<file path="config.mk">
export PLATFORM = sky130hd
export DESIGN_NAME = ps2_host_link_core
export DESIGN_NICKNAME = d
export VERILOG_FILES = /design/src/hdl/ps2hl_pkg.sv /design/src/hdl/ps2hl_queue.sv /design/src/hdl/ps2hl_front.sv /design/src/hdl/ps2hl_back.sv /design/src/hdl/ps2_host_link_core.sv
export SDC_FILE = /design/constraint.sdc
export NUM_CORES = 1
export LEC_CHECK = 0
export BUFFER_PORTS_ARGS = -buffer_cell sky130_fd_sc_hd__buf_2
export CORE_ASPECT_RATIO = 0.6
export CORE_UTILIZATION = 46
export CTS_CLUSTER_DIAMETER = 120
export DETAILED_ROUTE_END_ITERATION = 6
export PLACE_DENSITY_LB_ADDON = 0.25
export RECOVER_POWER = 25
export SETUP_SLACK_MARGIN = 0.2
export SYNTH_ARGS = -nofsm -noshare
export SYNTH_HDL_FRONTEND = slang
export SYNTH_SLANG_ARGS = --single-unit
</file>
<file path="constraint.sdc">
create_clock -name clock -period 6.5 [get_ports clock]
set_clock_uncertainty 0.05 [all_clocks]
set_input_delay 1.3 -clock clock [delete_from_list [all_inputs] [get_ports clock]]
set_output_delay 1.3 -clock clock [all_outputs]
set_load 0.01 [all_outputs]
</file>
<file path="src/hdl/ps2hl_pkg.sv">
// Shared types, codes and constants for the PS/2 host link.
package ps2hl_pkg;

   localparam int FIFO_DEPTH_DEF = 16;

   localparam logic [15:0] TIMEOUT_RESET = 16'd250;

   // frame positions of the bit counter
   localparam logic [3:0] PARITY_INDEX  = 4'd8;
   localparam logic [3:0] RELEASE_INDEX = 4'd9;
   localparam logic [3:0] STOP_INDEX    = 4'd10;
   localparam logic [3:0] FRAME_END     = 4'd11;
   localparam logic [3:0] PARKED_INDEX  = 4'd12;

   localparam logic [15:0] IDLE_MAX  = 16'hFFFF;
   localparam logic [3:0]  COUNT_MAX = 4'd15;

   // event codes on the request side
   localparam logic [2:0] FUNC_EDGE  = 3'd0;
   localparam logic [2:0] FUNC_TICK  = 3'd1;
   localparam logic [2:0] FUNC_WRITE = 3'd2;
   localparam logic [2:0] FUNC_POP   = 3'd3;
   localparam logic [2:0] FUNC_FLUSH = 3'd4;

   // status codes on the response side
   localparam logic [1:0] STATUS_OK        = 2'd0;
   localparam logic [1:0] STATUS_EMPTY     = 2'd1;
   localparam logic [1:0] STATUS_CLOCK_LOW = 2'd2;
   localparam logic [1:0] STATUS_BUSY      = 2'd3;

   typedef enum logic [2:0] {
      CMD_NOP,
      CMD_EDGE,
      CMD_TICK,
      CMD_WRITE,
      CMD_POP,
      CMD_FLUSH
   } cmd_kind_type;

   typedef struct packed {
      cmd_kind_type kind;
      logic         data_level;
      logic         clock_level;
      logic [7:0]   tx_byte;
   } cmd_type;

   typedef struct packed {
      logic [1:0] status;
      logic [7:0] rx_byte;
      logic       data_drive_low;
      logic       clock_inhibit;
      logic       tx_active;
      logic [3:0] fifo_count;
   } rsp_type;

endpackage

</file>
<file path="src/hdl/ps2hl_queue.sv">
// Two-entry register queue used between the link stages.
module ps2hl_queue
   import ps2hl_pkg::*;
#(
   parameter int WIDTH = 8
) (
   input  logic             clock,
   input  logic             reset,
   input  logic             push,
   input  logic [WIDTH-1:0] din,
   output logic             full,
   input  logic             pop,
   output logic [WIDTH-1:0] dout,
   output logic             empty
);

   logic [1:0]       count_ff, count_in;
   logic [WIDTH-1:0] head_ff, head_in;
   logic [WIDTH-1:0] tail_ff, tail_in;

   assign full  = (count_ff == 2'd2);
   assign empty = (count_ff == 2'd0);
   assign dout  = head_ff;

   always_comb begin
      count_in = count_ff;
      head_in  = head_ff;
      tail_in  = tail_ff;
      if (push && pop) begin
         if (count_ff == 2'd1) begin
            head_in = din;
         end else begin
            head_in = tail_ff;
            tail_in = din;
         end
      end else if (pop) begin
         head_in  = tail_ff;
         count_in = count_ff - 2'd1;
      end else if (push) begin
         if (count_ff == 2'd0) begin
            head_in = din;
         end else begin
            tail_in = din;
         end
         count_in = count_ff + 2'd1;
      end
   end

   always_ff @(posedge clock) begin
      if (reset) begin
         count_ff <= 2'd0;
      end else begin
         count_ff <= count_in;
      end
      head_ff <= head_in;
      tail_ff <= tail_in;
   end

   a_count_range: assert property (@(posedge clock) disable iff (reset)
      count_ff != 2'd3)
      else $error("queue count out of range");

   a_no_push_full: assert property (@(posedge clock) disable iff (reset)
      push |-> !full)
      else $error("push into full queue");

   a_shift_up: assert property (@(posedge clock) disable iff (reset)
      (pop && !push && count_ff == 2'd2) |=> (dout == $past(tail_ff)))
      else $error("queue lost second entry on pop");

endmodule

</file>
<file path="src/hdl/ps2hl_front.sv">
// Front end: takes request words and classifies them into link commands.
module ps2hl_front
   import ps2hl_pkg::*;
(
   input  logic       req_push,
   input  logic [2:0] req_func,
   input  logic       req_data_level,
   input  logic       req_clock_level,
   input  logic [7:0] req_tx_byte,
   input  logic       queue_full,
   output logic       queue_push,
   output cmd_type    cmd
);

   assign queue_push = req_push && !queue_full;

   always_comb begin
      cmd.data_level  = req_data_level;
      cmd.clock_level = req_clock_level;
      cmd.tx_byte     = req_tx_byte;
      case (req_func)
         FUNC_EDGE:  cmd.kind = CMD_EDGE;
         FUNC_TICK:  cmd.kind = CMD_TICK;
         FUNC_WRITE: cmd.kind = CMD_WRITE;
         FUNC_POP:   cmd.kind = CMD_POP;
         FUNC_FLUSH: cmd.kind = CMD_FLUSH;
         default:    cmd.kind = CMD_NOP;
      endcase
   end

endmodule

</file>
<file path="src/hdl/ps2hl_back.sv">
// Back end: frame engine, receive byte ring and response stage.
module ps2hl_back
   import ps2hl_pkg::*;
#(
   parameter int FIFO_DEPTH = FIFO_DEPTH_DEF
) (
   input  logic        clock,
   input  logic        reset,
   input  logic        cmd_valid,
   input  cmd_type     cmd,
   output logic        cmd_pop,
   input  logic        csr_we,
   input  logic [15:0] csr_data,
   input  logic        out_full,
   output logic        out_push,
   output rsp_type     out_rsp
);

   localparam int PTR_W = $clog2(FIFO_DEPTH);
   localparam int UW    = PTR_W + 1;
   localparam logic [PTR_W-1:0] PTR_LAST = PTR_W'(FIFO_DEPTH - 1);

   logic [15:0]      timeout_ff;
   logic [3:0]       bit_index_ff, bit_index_in;
   logic [7:0]       shift_ff, shift_in;
   logic             parity_ff, parity_in;
   logic             sending_ff, sending_in;
   logic             drive_ff, drive_in;
   logic [15:0]      idle_ff, idle_in;
   logic [PTR_W-1:0] wr_ptr_ff, wr_ptr_in;
   logic [PTR_W-1:0] rd_ptr_ff, rd_ptr_in;
   logic [7:0]       mem [FIFO_DEPTH];
   logic [7:0]       rd_data_ff;

   logic             s2_valid_ff;
   rsp_type          s2_rsp_ff;
   logic             s2_pop_ok_ff;

   logic             fire;
   logic             timed_out;
   logic             mem_we;
   logic             pop_ok;
   logic [1:0]       status;
   logic             inhibit;
   logic [PTR_W-1:0] nxt_wr, nxt_rd;
   logic [UW-1:0]    w_ext, r_ext, used;
   logic [3:0]       count;

   assign out_push  = s2_valid_ff && !out_full;
   assign fire      = cmd_valid && (!s2_valid_ff || out_push);
   assign cmd_pop   = fire;
   assign timed_out = (idle_ff >= timeout_ff);

   assign nxt_wr = (wr_ptr_ff == PTR_LAST) ? '0 : wr_ptr_ff + PTR_W'(1);
   assign nxt_rd = (rd_ptr_ff == PTR_LAST) ? '0 : rd_ptr_ff + PTR_W'(1);

   always_comb begin
      bit_index_in = bit_index_ff;
      shift_in     = shift_ff;
      parity_in    = parity_ff;
      sending_in   = sending_ff;
      drive_in     = drive_ff;
      idle_in      = idle_ff;
      wr_ptr_in    = wr_ptr_ff;
      rd_ptr_in    = rd_ptr_ff;
      mem_we       = 1'b0;
      pop_ok       = 1'b0;
      status       = STATUS_OK;
      inhibit      = 1'b0;
      if (fire) begin
         case (cmd.kind)
            CMD_EDGE: begin
               if (timed_out) begin
                  bit_index_in = '0;
                  if (sending_ff) begin
                     sending_in = 1'b0;
                     drive_in   = 1'b0;
                  end
               end
               if (sending_in) begin
                  if (bit_index_in < PARITY_INDEX) begin
                     drive_in  = ~shift_ff[0];
                     parity_in = parity_ff ^ shift_ff[0];
                     shift_in  = {1'b0, shift_ff[7:1]};
                  end else if (bit_index_in == PARITY_INDEX) begin
                     drive_in = ~parity_ff;
                  end else if (bit_index_in == RELEASE_INDEX) begin
                     drive_in = 1'b0;
                  end
                  bit_index_in = bit_index_in + 4'd1;
                  if (bit_index_in >= FRAME_END) begin
                     sending_in   = 1'b0;
                     drive_in     = 1'b0;
                     bit_index_in = '0;
                  end
               end else begin
                  if (bit_index_in >= FRAME_END) begin
                     bit_index_in = PARKED_INDEX;
                  end else if (bit_index_in == 4'd0) begin
                     // start bit: must be low, otherwise park until timeout
                     shift_in     = '0;
                     parity_in    = 1'b1;
                     bit_index_in = cmd.data_level ? PARKED_INDEX : 4'd1;
                  end else begin
                     if (bit_index_in <= PARITY_INDEX) begin
                        shift_in  = {cmd.data_level, shift_ff[7:1]};
                        parity_in = parity_ff ^ cmd.data_level;
                     end
                     bit_index_in = bit_index_in + 4'd1;
                     if (bit_index_in == FRAME_END) begin
                        // stop bit high and room left: keep the byte
                        if (cmd.data_level && (nxt_wr != rd_ptr_ff)) begin
                           mem_we    = 1'b1;
                           wr_ptr_in = nxt_wr;
                        end
                        bit_index_in = '0;
                     end
                  end
               end
               idle_in = '0;
            end
            CMD_TICK: begin
               if (idle_ff != IDLE_MAX) begin
                  idle_in = idle_ff + 16'd1;
               end
            end
            CMD_WRITE: begin
               if (((bit_index_ff != 4'd0) || sending_ff) && !timed_out) begin
                  status = STATUS_BUSY;
               end else if (!cmd.clock_level) begin
                  status = STATUS_CLOCK_LOW;
               end else begin
                  sending_in   = 1'b1;
                  shift_in     = cmd.tx_byte;
                  bit_index_in = '0;
                  parity_in    = 1'b1;
                  drive_in     = 1'b1;
                  idle_in      = '0;
                  inhibit      = 1'b1;
               end
            end
            CMD_POP: begin
               if (wr_ptr_ff == rd_ptr_ff) begin
                  status = STATUS_EMPTY;
               end else begin
                  pop_ok    = 1'b1;
                  rd_ptr_in = nxt_rd;
               end
            end
            CMD_FLUSH: begin
               rd_ptr_in = wr_ptr_ff;
            end
            default: begin
            end
         endcase
      end
   end

   // occupancy after the event, clipped to the port width
   always_comb begin
      w_ext = UW'(wr_ptr_in);
      r_ext = UW'(rd_ptr_in);
      if (w_ext >= r_ext) begin
         used = w_ext - r_ext;
      end else begin
         used = w_ext + UW'(FIFO_DEPTH) - r_ext;
      end
      count = (used > UW'(COUNT_MAX)) ? COUNT_MAX : 4'(used);
   end

   always_ff @(posedge clock) begin
      if (reset) begin
         timeout_ff   <= TIMEOUT_RESET;
         bit_index_ff <= '0;
         shift_ff     <= '0;
         parity_ff    <= 1'b1;
         sending_ff   <= 1'b0;
         drive_ff     <= 1'b0;
         idle_ff      <= '0;
         wr_ptr_ff    <= '0;
         rd_ptr_ff    <= '0;
         s2_valid_ff  <= 1'b0;
      end else begin
         if (csr_we) begin
            timeout_ff <= csr_data;
         end
         bit_index_ff <= bit_index_in;
         shift_ff     <= shift_in;
         parity_ff    <= parity_in;
         sending_ff   <= sending_in;
         drive_ff     <= drive_in;
         idle_ff      <= idle_in;
         wr_ptr_ff    <= wr_ptr_in;
         rd_ptr_ff    <= rd_ptr_in;
         if (fire) begin
            s2_valid_ff <= 1'b1;
         end else if (out_push) begin
            s2_valid_ff <= 1'b0;
         end
      end
   end

   // response stage payload
   always_ff @(posedge clock) begin
      if (fire) begin
         s2_rsp_ff.status         <= status;
         s2_rsp_ff.rx_byte        <= '0;
         s2_rsp_ff.data_drive_low <= drive_in;
         s2_rsp_ff.clock_inhibit  <= inhibit;
         s2_rsp_ff.tx_active      <= sending_in;
         s2_rsp_ff.fifo_count     <= count;
         s2_pop_ok_ff             <= pop_ok;
      end
   end

   // receive byte ring
   always_ff @(posedge clock) begin
      if (mem_we) begin
         mem[wr_ptr_ff] <= shift_in;
      end
      if (pop_ok) begin
         rd_data_ff <= mem[rd_ptr_ff];
      end
   end

   always_comb begin
      out_rsp         = s2_rsp_ff;
      out_rsp.rx_byte = s2_pop_ok_ff ? rd_data_ff : 8'd0;
   end

   a_index_legal: assert property (@(posedge clock) disable iff (reset)
      (bit_index_ff <= STOP_INDEX) || (bit_index_ff == PARKED_INDEX))
      else $error("bit counter left the frame");

   a_drive_needs_tx: assert property (@(posedge clock) disable iff (reset)
      drive_ff |-> sending_ff)
      else $error("data line driven outside a transmit");

   a_tx_index: assert property (@(posedge clock) disable iff (reset)
      sending_ff |-> (bit_index_ff < FRAME_END))
      else $error("transmit counter past frame end");

   a_inhibit_ok: assert property (@(posedge clock) disable iff (reset)
      (s2_valid_ff && s2_rsp_ff.clock_inhibit) |-> (s2_rsp_ff.status == STATUS_OK))
      else $error("clock inhibit on a refused write");

endmodule

</file>
<file path="src/hdl/ps2_host_link_core.sv">
// Top level of the PS/2 host link: request front end, command queue, back end.
//
// PS/2 host link. Each request word is one event (falling clock edge with the
// sampled data level, millisecond tick, write request, receive pop or flush)
// and yields exactly one response word, in request order. The core accepts one
// event per clock while responses drain: the front end classifies a word into
// a two-entry command queue, and the back end applies one command per cycle to
// the frame state and the receive byte ring, then registers the response into
// a two-entry response queue. A word passes the command queue, the response
// register and the response queue before it shows on the rsp_ ports; the rate
// is set by the back end's frame update, and the ring's registered read port
// loads on the same edge as the response register, so it adds no stage.
// Received bytes are kept only with a high stop bit and room in the ring, which
// holds FIFO_DEPTH-1 bytes; fifo_count clips at 15. timeout_ticks (csr_data,
// reset 250) is the idle tick count after which the next edge restarts framing
// and aborts a transmit; write it only while the core is idle. The ring has no
// reset sweep, so the core takes events right after reset.
module ps2_host_link_core
   import ps2hl_pkg::*;
#(
   parameter int FIFO_DEPTH = FIFO_DEPTH_DEF
) (
   input  logic        clock,
   input  logic        reset,

   // request word channel
   input  logic        req_push,
   output logic        req_full,
   input  logic [2:0]  req_func,
   input  logic        req_data_level,
   input  logic        req_clock_level,
   input  logic [7:0]  req_tx_byte,

   // response word channel
   output logic        rsp_empty,
   input  logic        rsp_pop,
   output logic [1:0]  rsp_status,
   output logic [7:0]  rsp_rx_byte,
   output logic        rsp_data_drive_low,
   output logic        rsp_clock_inhibit,
   output logic        rsp_tx_active,
   output logic [3:0]  rsp_fifo_count,

   // timeout register write
   input  logic        csr_valid,
   output logic        csr_ready,
   input  logic [15:0] csr_data
);

   localparam int CMD_W = $bits(cmd_type);
   localparam int RSP_W = $bits(rsp_type);

   cmd_type    front_cmd;
   logic       front_push;
   logic       cmdq_full;
   logic       cmdq_empty;
   logic [CMD_W-1:0] cmdq_dout;
   logic       cmd_pop;

   logic       out_push;
   logic       outq_full;
   rsp_type    back_rsp;
   logic [RSP_W-1:0] outq_dout;
   rsp_type    head_rsp;

   // the register is always writable
   assign csr_ready = 1'b1;
   assign req_full  = cmdq_full;

   ps2hl_front u_front (
      .req_push        (req_push),
      .req_func        (req_func),
      .req_data_level  (req_data_level),
      .req_clock_level (req_clock_level),
      .req_tx_byte     (req_tx_byte),
      .queue_full      (cmdq_full),
      .queue_push      (front_push),
      .cmd             (front_cmd)
   );

   ps2hl_queue #(
      .WIDTH (CMD_W)
   ) u_cmd_queue (
      .clock (clock),
      .reset (reset),
      .push  (front_push),
      .din   (front_cmd),
      .full  (cmdq_full),
      .pop   (cmd_pop),
      .dout  (cmdq_dout),
      .empty (cmdq_empty)
   );

   ps2hl_back #(
      .FIFO_DEPTH (FIFO_DEPTH)
   ) u_back (
      .clock     (clock),
      .reset     (reset),
      .cmd_valid (!cmdq_empty),
      .cmd       (cmd_type'(cmdq_dout)),
      .cmd_pop   (cmd_pop),
      .csr_we    (csr_valid && csr_ready),
      .csr_data  (csr_data),
      .out_full  (outq_full),
      .out_push  (out_push),
      .out_rsp   (back_rsp)
   );

   // response queue: a finished word waits here while new events proceed
   ps2hl_queue #(
      .WIDTH (RSP_W)
   ) u_rsp_queue (
      .clock (clock),
      .reset (reset),
      .push  (out_push),
      .din   (back_rsp),
      .full  (outq_full),
      .pop   (rsp_pop && !rsp_empty),
      .dout  (outq_dout),
      .empty (rsp_empty)
   );

   assign head_rsp           = rsp_type'(outq_dout);
   assign rsp_status         = head_rsp.status;
   assign rsp_rx_byte        = head_rsp.rx_byte;
   assign rsp_data_drive_low = head_rsp.data_drive_low;
   assign rsp_clock_inhibit  = head_rsp.clock_inhibit;
   assign rsp_tx_active      = head_rsp.tx_active;
   assign rsp_fifo_count     = head_rsp.fifo_count;

endmodule
</file>
==> results.md <==
- Core ar.: 25600 sq um
- Final GP Congestion: 0.896
- DR WL met3: 2.44 mm
- Critical path endpoint category: flop
- Die ar.: 27000 sq um
- Slowest cell on the critical path: or4_1
- Crit path required time: 6.70 ns
- Htree depth: 1
- Via Count: 7268
- Worst Tran Pin Value: 1.68 ns
- First drt pass iteration count: 7
- Storage cell area: 7390 sq um
- Die width: 211 um
- DR vias/cell: 5.68
- Global Route Usage Sum: 19.2%
- CTS tree: yes
- Crit path depth: 21
- R2R Setup Slk: 0.58 ns
- TNS Setup: 0 ns
- Failing checks: max-capacitance violations, max-slew violations
- Syn Std Cell Area: 12100 sq um
- Share of the clock period used by the worst path: 91.1%
- FF+latch count, synth: 266
- Hold slack: 0.403 ns
- Slew Limit Fails: 31
- Post-CTS Resized: 0
- Initial antenna violation count: 0
- Hold Fails Final Rpt: 0
- Area of the multi-input gates: 4360 sq um
- DR iter-0 viols: 670
- Global-route wire length before repair: 39.1 mm
- Share of layout cells above drive strength 1: 18.3%
- Synth cell types: 70
- Top Ports: 54
- CP cell instances: ha_1, nor2b_1, o211a_1, o311ai_4, and3_1, nand2_1, inv_1, ha_1, xor2_1, nor3b_1, nand4_2, or4_1, o21ai_1, nand2_1, ha_1, a21o_1, a21o_1, a31oi_1, mux2_2, nand3b_1, o21ai_0
- Die height: 128 um
- CP Max Fanout: 9
- Yosys warns: 0
- Final nets: 983
- Global route overflow: 0
- Placement Rows: 45
- Worst slew margin: -11.9%
- Top_reg_cell synth: edfxtp_1
- Antenna Nets Post-Route: 0
- CP Launch Type: flop
- Outcome: finished with violations
- Syn Area/Cell: 14.1 sq um
- N_diodes: 0
- Max cap viols: 1
- M1 wire length: 13.3 mm
- Clock transition at path regs: 0.07 ns
- Synthesized instance count: 858
- Top Layer Used: met4
- Synthesized Nets: 932
- Max clock buf depth: 3
- Power per cell area: 343 nW/um^2
- HPWL after DPL: 17.3 mm
- Peak VDD IR: 0.000254 V
- WL per Instance: 19.9 um
- EDFF count, synth: 206
- Slack of the critical path: 0.579 ns
- Filler Cell Count: 2162
- Clk sinks: 266
- Ys async rst share: 0%
- Worst min path class: flop to flop
- CP peak stage delay: 0.60 ns
- Sequential share of the synthesized area: 61.0%
- RSZ-0062 raised after global routing: false
- Initial Utilization: 47.4%
- WL final: 25.4 mm
- Setup-failing EPs final: 0
- Leak: 4.75 nW
- Num CTS Buffers: 24
- Pre-CTS setup slack: 0.528 ns
- Setup Crit Path Kind: flop to flop
- Final min period: 5.92 ns
- Crit path buffers/inverters: 1
- P&R area growth vs syn: 11.6%
- Largest net degree at the start of global routing: 40
- Top delay family on crit path: simple AND/OR/NAND/NOR gates
- Clk root buf: clkbuf_16
- CP dominant cell by count: ha_1
- Met2 wire length: 9.33 mm
- IO Port Bufs: 52
- Worst Hold Path Cells: 0
- DRC viols: 0
- Vias in the first global route: 6618
- FMAX: 169 MHz
- R2R depth: 21
- CP arrival: 6.12 ns
- Clock Latency Late Sink: 0.53 ns
-- cells in the final DEF (no fill, tap or decap), types with 7 or more instances in the layout --
master     count
nor3_1         7
and3_1        20
ha_1          39
nand3_1       18
and2_0         8
nand2_1       45
clkbuf_16     25
and4_1        12
nor2_1        54
xnor2_1       12
buf_4         14
a21oi_1       26
clkbuf_1      23
inv_1         43
a221o_1       15
nand4_1       16
xor2_1        15
mux2_2        32
mux2i_1       13
a31oi_1       12
mux4_2        40
edfxtp_1     206
o21ai_0       14
dfxtp_1       60
nor2b_1        7
buf_2         31
-- worst reg2reg max path, delay by kind of cell (launching register included) --
kind / cells / cell delay (ns)
compound gates: 7 / 1.49
buf+inv: 1 / 0.11
mux: 1 / 0.36
flops: 1 / 0.44
simple gates: 8 / 2.21
fa+ha+maj: 3 / 0.84
xor+xnor: 1 / 0.15
-- state kept, by name, indices dropped and copies added (netlist names), 8 cells and up --
name	count
u_back.mem	128
u_back.timeout_ff	16
u_cmd_queue.tail_ff	13
u_back.shift_ff	8
u_back.out_rsp	9
u_back.rd_data_ff	8
u_rsp_queue.tail_ff	17
u_rsp_queue.dout	17
u_cmd_queue.dout	13
u_back.idle_ff	16
-- logic make-up (layout without fill, tap and decap cells) --
family / Yosys count / count (layout) / synth area share [%]
fa+ha+maj: 40 / 40 / 4.20
mux: 87 / 87 / 11.7
compound gates: 119 / 119 / 7.22
flops: 266 / 266 / 61.0
other cells: 1 / 1 / 0.0310
simple gates: 233 / 233 / 10.9
xor+xnor: 27 / 27 / 1.95
buf+inv: 85 / 154 / 2.98
-- worst paths after layout --
| path | from | endpoint |
|---|---|---|
| hold / removal | u_back.out_rsp[0]$_SDFFCE_PN1P_ | u_rsp_queue.tail_ff[0]$_DFFE_PP_ |
| setup / recovery | u_back.idle_ff[1]$_SDFFE_PP0P_ | u_back.out_rsp[2]$_SDFFCE_PN1P_ |
| hold reg to reg | u_back.out_rsp[0]$_SDFFCE_PN1P_ | u_rsp_queue.tail_ff[0]$_DFFE_PP_ |
| setup reg to reg | u_back.idle_ff[1]$_SDFFE_PP0P_ | u_back.out_rsp[2]$_SDFFCE_PN1P_ |
-- cells in the mapped netlist (9+ instances only) --
library cell  count  share of area (%)
ha_1             39                4.0
clkbuf_1         22               0.68
o21ai_0          15               0.62
nand4_1          16               0.83
inv_1            42                1.3
a31oi_1          12               0.62
mux4_2           40                7.4
a21oi_1          26                1.1
and2_1           12               0.62
a221o_1          15                1.2
mux2i_1          13                1.1
mux2_2           33                3.1
buf_2             9               0.37
nor2_1           54                1.7
edfxtp_1        206                 51
and3_1           20                1.0
xnor2_1          12               0.87
and4_1           12               0.87
dfxtp_1          60                9.9
nand3_1          18               0.74
nand2_1          45                1.4
xor2_1           15                1.1
-- final cells by class --
| type | count | area share (%) |
|---|---|---|
| inverter | 43 | 1.19 |
| multi-input combinational | 507 | 32.3 |
| timing repair buffer | 67 | 2.54 |
| clock inverter | 18 | 1.42 |
| tap | 352 | 3.26 |
| clock buffer | 26 | 4.66 |
| sequential | 266 | 54.7 |
-- per-layer routing --
layer	global-route usage, %	vias up
met4	3.67	0
met3	5.17	31
met2	23.8	283
met1	32.3	3530
li1	-	3424
met5	0	-
-- metrics by stage --
stage	instances	total power, W	cell area [sq um]	utilization (%)
global placement	1231	0.00319	12700	49.7
CTS	1275	0.00467	13500	52.9
detailed placement	1231	0.00320	12700	49.7
floorplan	858	0.00288	12100	-
finish	1279	0.00464	13500	52.9
global route	1279	0.00483	13500	52.9
-- power breakdown --
part	switching [W]	internal [W]	total, W
clock network	0.000613	0.000859	0.00147
registers	0.000130	0.00213	0.00226
logic	0.000581	0.000319	0.000899
total	0.00132	0.00331	0.00464
-- repair_timing --
item	in CTS	in global routing
hold buffers	0	0
endpoints found under the setup margin	0	4
setup buffers	0	4
No activity file was read; power rests on OpenSTA's default activity.
